--- src/hw/rtl/plist_pkg.sv ---
`default_nettype none

package plist_pkg;

	// fixed field widths of the item and result
	localparam int MODE_W   = 3;
	localparam int POS_W    = 8;
	localparam int VALUE_W  = 32;
	localparam int STATUS_W = 3;
	localparam int COUNT_W  = 7;

	// parameter defaults
	localparam int DEF_CAPACITY   = 64;
	localparam int DEF_ITEM_WIDTH = 32;

	// fan-in of one node of the removed-item reduction tree
	localparam int TREE_FANIN = 8;

	// operation codes
	localparam logic [MODE_W-1:0] MODE_INS_HEAD = 3'd0;
	localparam logic [MODE_W-1:0] MODE_INS_TAIL = 3'd1;
	localparam logic [MODE_W-1:0] MODE_INS_POS  = 3'd2;
	localparam logic [MODE_W-1:0] MODE_REM_HEAD = 3'd3;
	localparam logic [MODE_W-1:0] MODE_REM_TAIL = 3'd4;
	localparam logic [MODE_W-1:0] MODE_REM_POS  = 3'd5;

	// status codes
	localparam logic [STATUS_W-1:0] ST_OK      = 3'd0;
	localparam logic [STATUS_W-1:0] ST_EMPTY   = 3'd1;
	localparam logic [STATUS_W-1:0] ST_BAD_REM = 3'd2;
	localparam logic [STATUS_W-1:0] ST_BAD_INS = 3'd3;
	localparam logic [STATUS_W-1:0] ST_FULL    = 3'd4;

	typedef struct packed {
		logic [MODE_W-1:0]        mode;
		logic signed [POS_W-1:0]  position;
		logic [VALUE_W-1:0]       item_value;
	} cmd_t;

	typedef struct packed {
		logic [VALUE_W-1:0]  removed_item;
		logic                removed_valid;
		logic [STATUS_W-1:0] status;
		logic [COUNT_W-1:0]  item_count;
	} res_t;

	// shift command broadcast to every cell of the chain
	typedef struct packed {
		logic ins;
		logic rem;
	} cell_cmd_t;

endpackage

`default_nettype wire

--- src/hw/rtl/plist_cell.sv ---
`default_nettype none

module plist_cell #(
	parameter int W     = plist_pkg::DEF_ITEM_WIDTH,
	parameter int IDX_W = 6,
	parameter int INDEX = 0
) (
	input  wire logic                  clk,
	input  wire plist_pkg::cell_cmd_t  cmd,
	input  wire logic [IDX_W-1:0]      pos,
	input  wire logic [W-1:0]          new_item,
	input  wire logic [W-1:0]          left,
	input  wire logic [W-1:0]          right,
	output logic [W-1:0]               data,
	output logic [W-1:0]               tap
);

	logic [W-1:0] data_q;
	logic         at_pos;
	logic         past_pos;

	assign at_pos   = (pos == IDX_W'(INDEX));
	assign past_pos = (pos < IDX_W'(INDEX));

	// insert: cells above the slot take the left neighbor, the slot takes the new item
	// remove: the slot and everything above take the right neighbor
	always_ff @(posedge clk) begin
		if (cmd.ins) begin
			if (at_pos) begin
				data_q <= new_item;
			end else if (past_pos) begin
				data_q <= left;
			end
		end else if (cmd.rem) begin
			if (at_pos || past_pos) begin
				data_q <= right;
			end
		end
	end

	assign data = data_q;
	assign tap  = (cmd.rem && at_pos) ? data_q : '0;

endmodule

`default_nettype wire

--- config.mk ---
export PLATFORM = sky130hd
export DESIGN_NAME = plist_cell
export DESIGN_NICKNAME = d
export VERILOG_FILES = /design/src/hw/rtl/plist_pkg.sv /design/src/hw/rtl/plist_cell.sv
export SDC_FILE = /design/constraint.sdc
export NUM_CORES = 1
export LEC_CHECK = 0
export ABC_AREA = 1
export ABC_CLOCK_PERIOD_IN_PS = 1700
export BUFFER_PORTS_ARGS = -buffer_cell sky130_fd_sc_hd__buf_2
export CORE_UTILIZATION = 33
export CTS_CLUSTER_DIAMETER = 40
export DETAILED_ROUTE_END_ITERATION = 16
export PLACE_DENSITY_LB_ADDON = 0.3
export SYNTH_ARGS = -nofsm -noshare
export SYNTH_HDL_FRONTEND = slang
export SYNTH_SLANG_ARGS = --single-unit
--- constraint.sdc ---
create_clock -name clk -period 1.7 [get_ports clk]
set_input_delay 0.17 -clock clk [delete_from_list [all_inputs] [get_ports clk]]
set_output_delay 0.17 -clock clk [all_outputs]
set_load 0.005 [all_outputs]
After elaboration in Yosys (flattened, before gate mapping):

Cells that the tools add are included.

* flip-flop bits (word level): 32
* input port bits: 105
* output and inout bits: 64
* word-level logic and storage cells: 15

* order comparisons: 1
* equal/unequal tests: 1
* muxes and demuxes: 6
* reductions and logical operators: 6

Operators by type and width (count)
* $mux 32: 6
* $logic_not 6->1: 1
* $lt 6x1->1 const B: 1
* $reduce_bool 2->1: 2
* $ne 3x1->1 const B: 1
* $reduce_and 3->1: 1
* $logic_and 1x1->1: 1
* $logic_or 1x1->1: 1

Logic depth before layout (Yosys ltp):

* depth in word-level cells: 5
* mapped depth: 4
* depth with buffers taken out: 3

Worst setup path before layout:

Ideal clock, no wire load.

* kind: input-to-reg
* start: in pos[3]
* end: reg data_q[0], in the netlist data[0] (enable)
* library setup time: 389 ps
* data arrival time: 1424 ps
* data required time: 1311 ps
* slack: -113 ps
* stages: 4
* buffers on the path: 1
* path through: nor2_1 > nand4_4 > buf_6 > nand2_1

* word-level cells in the longest chain between the ends: 4
* elaborated cells on any way between the ends: 6
* those cells by class: order compare (1); eq/ne (1); reduce/logical (4)

Ends and longest elaborated chain
* start: declaration: line plist_cell.sv:10 `input wire logic [IDX_W-1:0] pos,`
* $lt 6x1->1 or $logic_not 6->1 (tied branches): line plist_cell.sv:23, plist_cell.sv:22
* $logic_or 1x1->1: line plist_cell.sv:35 `if (at_pos || past_pos) begin`
* $reduce_bool 2->1 (no line)
* $reduce_and 3->1 (no line) (*)
* end signal: assignment: line plist_cell.sv:30 `data_q <= new_item;`
* end signal: assignment: line plist_cell.sv:32 `data_q <= left;`
* end signal: assignment: line plist_cell.sv:36 `data_q <= right;`
* end: declaration: line plist_cell.sv:18 `logic [W-1:0] data_q;`

Every way passes the cells marked *; elsewhere a longest branch is shown, timed or not.
A chain may end at the register's enable or synchronous reset.

Worst setup path in the final report:

* start: in pos[5]
* end: out tap[1]

* word-level cells in the longest chain between the ends: 3

Ends and longest elaborated chain
* $logic_not 6->1: line plist_cell.sv:22 `assign at_pos = (pos == IDX_W'(INDEX));`
* $logic_and 1x1->1: line plist_cell.sv:42 `assign tap = (cmd.rem && at_pos) ? data_q : '0;`
* $mux 32: line plist_cell.sv:42
* end: declaration: line plist_cell.sv:15 `output logic [W-1:0] tap`

No other way between the ends.

==> out/qor.yml <==
totalNegativeSetupSlack_ps: 0
required_ps: 1530
dieHeight_um: 75.12
rows: 26
maxCapViolations: 0
clockRootBuffer: "clkbuf_8"
period_share_pct: 76.05
place_ws_ps: 389.0
largest_reg_flops: 32
nFillCells: 484
firstDrtPassIters: 4
fin_ws_ps: 407.2
p_sw_share_pct: 20.91
crit_fanout: 19
fp.dieW_um: 75.12
drt-total-wl_mm: 4.094
hold_class: "in2reg"
yosysTopAreaCell: "edfxtp_1"
ys_types: 11
grt_usage_pct: 14.54
crit_arrival_ps: 1120
grtUsageMet2_pct: 25.63
final_area_mm2: 0.002616
hpwlAfterDp_mm: 3.241
fin_cells: 354
dp_cells: 347
status: "finished clean"
grt_overflow_total: 0
grt_setup_unrepaired: "false"
seqCellArea_um2: 960.9
post_drt_wl_per_cell_um: 11.56
combinationalPowerShare_pct: 12.3
vias_per_cell: 4.150
finalSetupViolations: 0
syn2layout_area_growth_pct: 48.30
final_hold_viol_count: 0
slowest_stage: "buf_4"
drive_gt1_share_pct: 74.30
cts_buffers: 5
synthTopCellsByArea: "edfxtp_1 54%, mux2_2 20%, nor2_2 9.2%"
crit_type: "in2out"
leakage_nw: 1.337
top_usage_layer: "met2"
synth-seq-cells: 32
internal_power_mw: 1.285
synth_top_area_share_pct: 54.47
post_dp_cell_area_mm2: 0.002540
fmax_mhz: 773.5
cts_hold_buf: 0
grt_pass1_wl_mm: 5.899
die_area_mm2: 0.005642
post_cts_resized: 0
crit_chain: "buf_2 > nor2_1 > nand4_4 > buf_4 > nor2_1 > buf_2"
num_vias: 1469
met1_usage_pct: 15.21
initial_core_util_pct: 34.32
htree_levels: 2
hold_depth: 2
p_clk_share_pct: 32.9
cts_tree: "built"
ir_drop_mv: 0.3932
hold_ws_ps: 185.2
ant_nets: 0
grt_pass1_vias: 1306
drc_errors: 0
hold_end: "data[5]"
synth-seq-area-share_pct: 54.47
crit_path_end_kind: "primary output"
multi_input_area_um2: 613.1
fin_crit_ps: 1293
syn_inst: 141
syn_area_mm2: 0.001764
hp-start: "new_item[5]"
gr-usage-met3_pct: 5.756
tightest_slew_ps: 307.7
p_seq_share_pct: 54.8
final_max_slew_viol_count: 0
portBuffers: 136
diodes: 0
antenna_found_initial: 0
io-pin-count: 169
post_cts_buffers: 0
relSlewSlack_pct: 79.49
p_per_area_mw_per_mm2: 621.2
synth_fp_nets: 246
grt_max_degree: 23
slowest_delay_ps: 260
cp-start-kind: "input port"
drtIter0Drc: 46
syn_avg_cell_area_um2: 12.51
nets: 389
cts.sinks: 32
core_area_mm2: 0.005140
clk_pin_slew_ps: 70
gp_congestion: 0.7557
cts_buffer_depth: 2
p_switching_mw: 0.3398
yosysWarnings: 0
worst max-delay path, delay by kind of cell:
family                 cells  cell delay, ps
buffers and inverters      3             470
and+or+nand+nor            3             470
layout by cell type (no fill, tap or decap), drive strengths merged:
cell type,n
buf,143
nand4,2
nand2,1
edfxtp,32
nor2,35
clkbuf,5
clkinv,2
inv,32
mux2,32
worst max-delay path by stage:
stage          startpoint      end  depth (start not counted)
3_3_place_gp       pos[5]   tap[0]                          6
5_1_grt            pos[3]   tap[1]                          6
3_5_place_dp       pos[5]   tap[1]                          6
2_1_floorplan      pos[3]  data[0]                          4
4_1_cts            pos[5]   tap[1]                          6
6_report           pos[5]   tap[1]                          6
cells in the mapped netlist, drive strengths merged:
master,n
mux2,32
edfxtp,32
inv,32
buf,7
nand4,2
nor2,35
nand2,1
through the flow:
step	total power [mW]	util [%]
after CTS	1.653	50.90
after global placement	1.105	49.42
final	1.625	50.90
after global routing	1.705	50.90
after floorplan	1.006	-
after detailed placement	1.111	49.42
routing by layer:
metal,part of all wire (%),vias to the layer above
met5,0,-
met4,1.8,0
met3,9.7,6
met2,51,88
met1,38,636
li1,-,739
cells by family (layout without fill, tap and decap cells):
group                  count (synthesis)  in the layout  share of synthesized area (%)
buffers and inverters                 39            182                          10.92
flip-flops                            32             32                          54.47
multiplexers                          32             32                          20.43
AND/OR/NAND/NOR                       38             38                          14.18
layout make-up:
class	instances	share of cell area, %
Clock buffer	5	2.630
Sequential cell	32	36.73
Timing Repair Buffer	143	28.98
Clock inverter	2	0.2869
Tap cell	70	3.348
Multi-Input combinational cell	70	23.43
Inverter	32	4.591
power groups by stage:
stage / registers [mW] / logic [mW] / clock network [mW]
6_report: 0.891 / 0.200 / 0.535
5_1_grt: 0.891 / 0.221 / 0.593
4_1_cts: 0.890 / 0.204 / 0.559
3_5_place_dp: 0.908 / 0.203 / 0
3_3_place_gp: 0.907 / 0.198 / 0
2_1_floorplan: 0.909 / 0.0975 / 0
No activity file was read; power rests on OpenSTA's default activity.
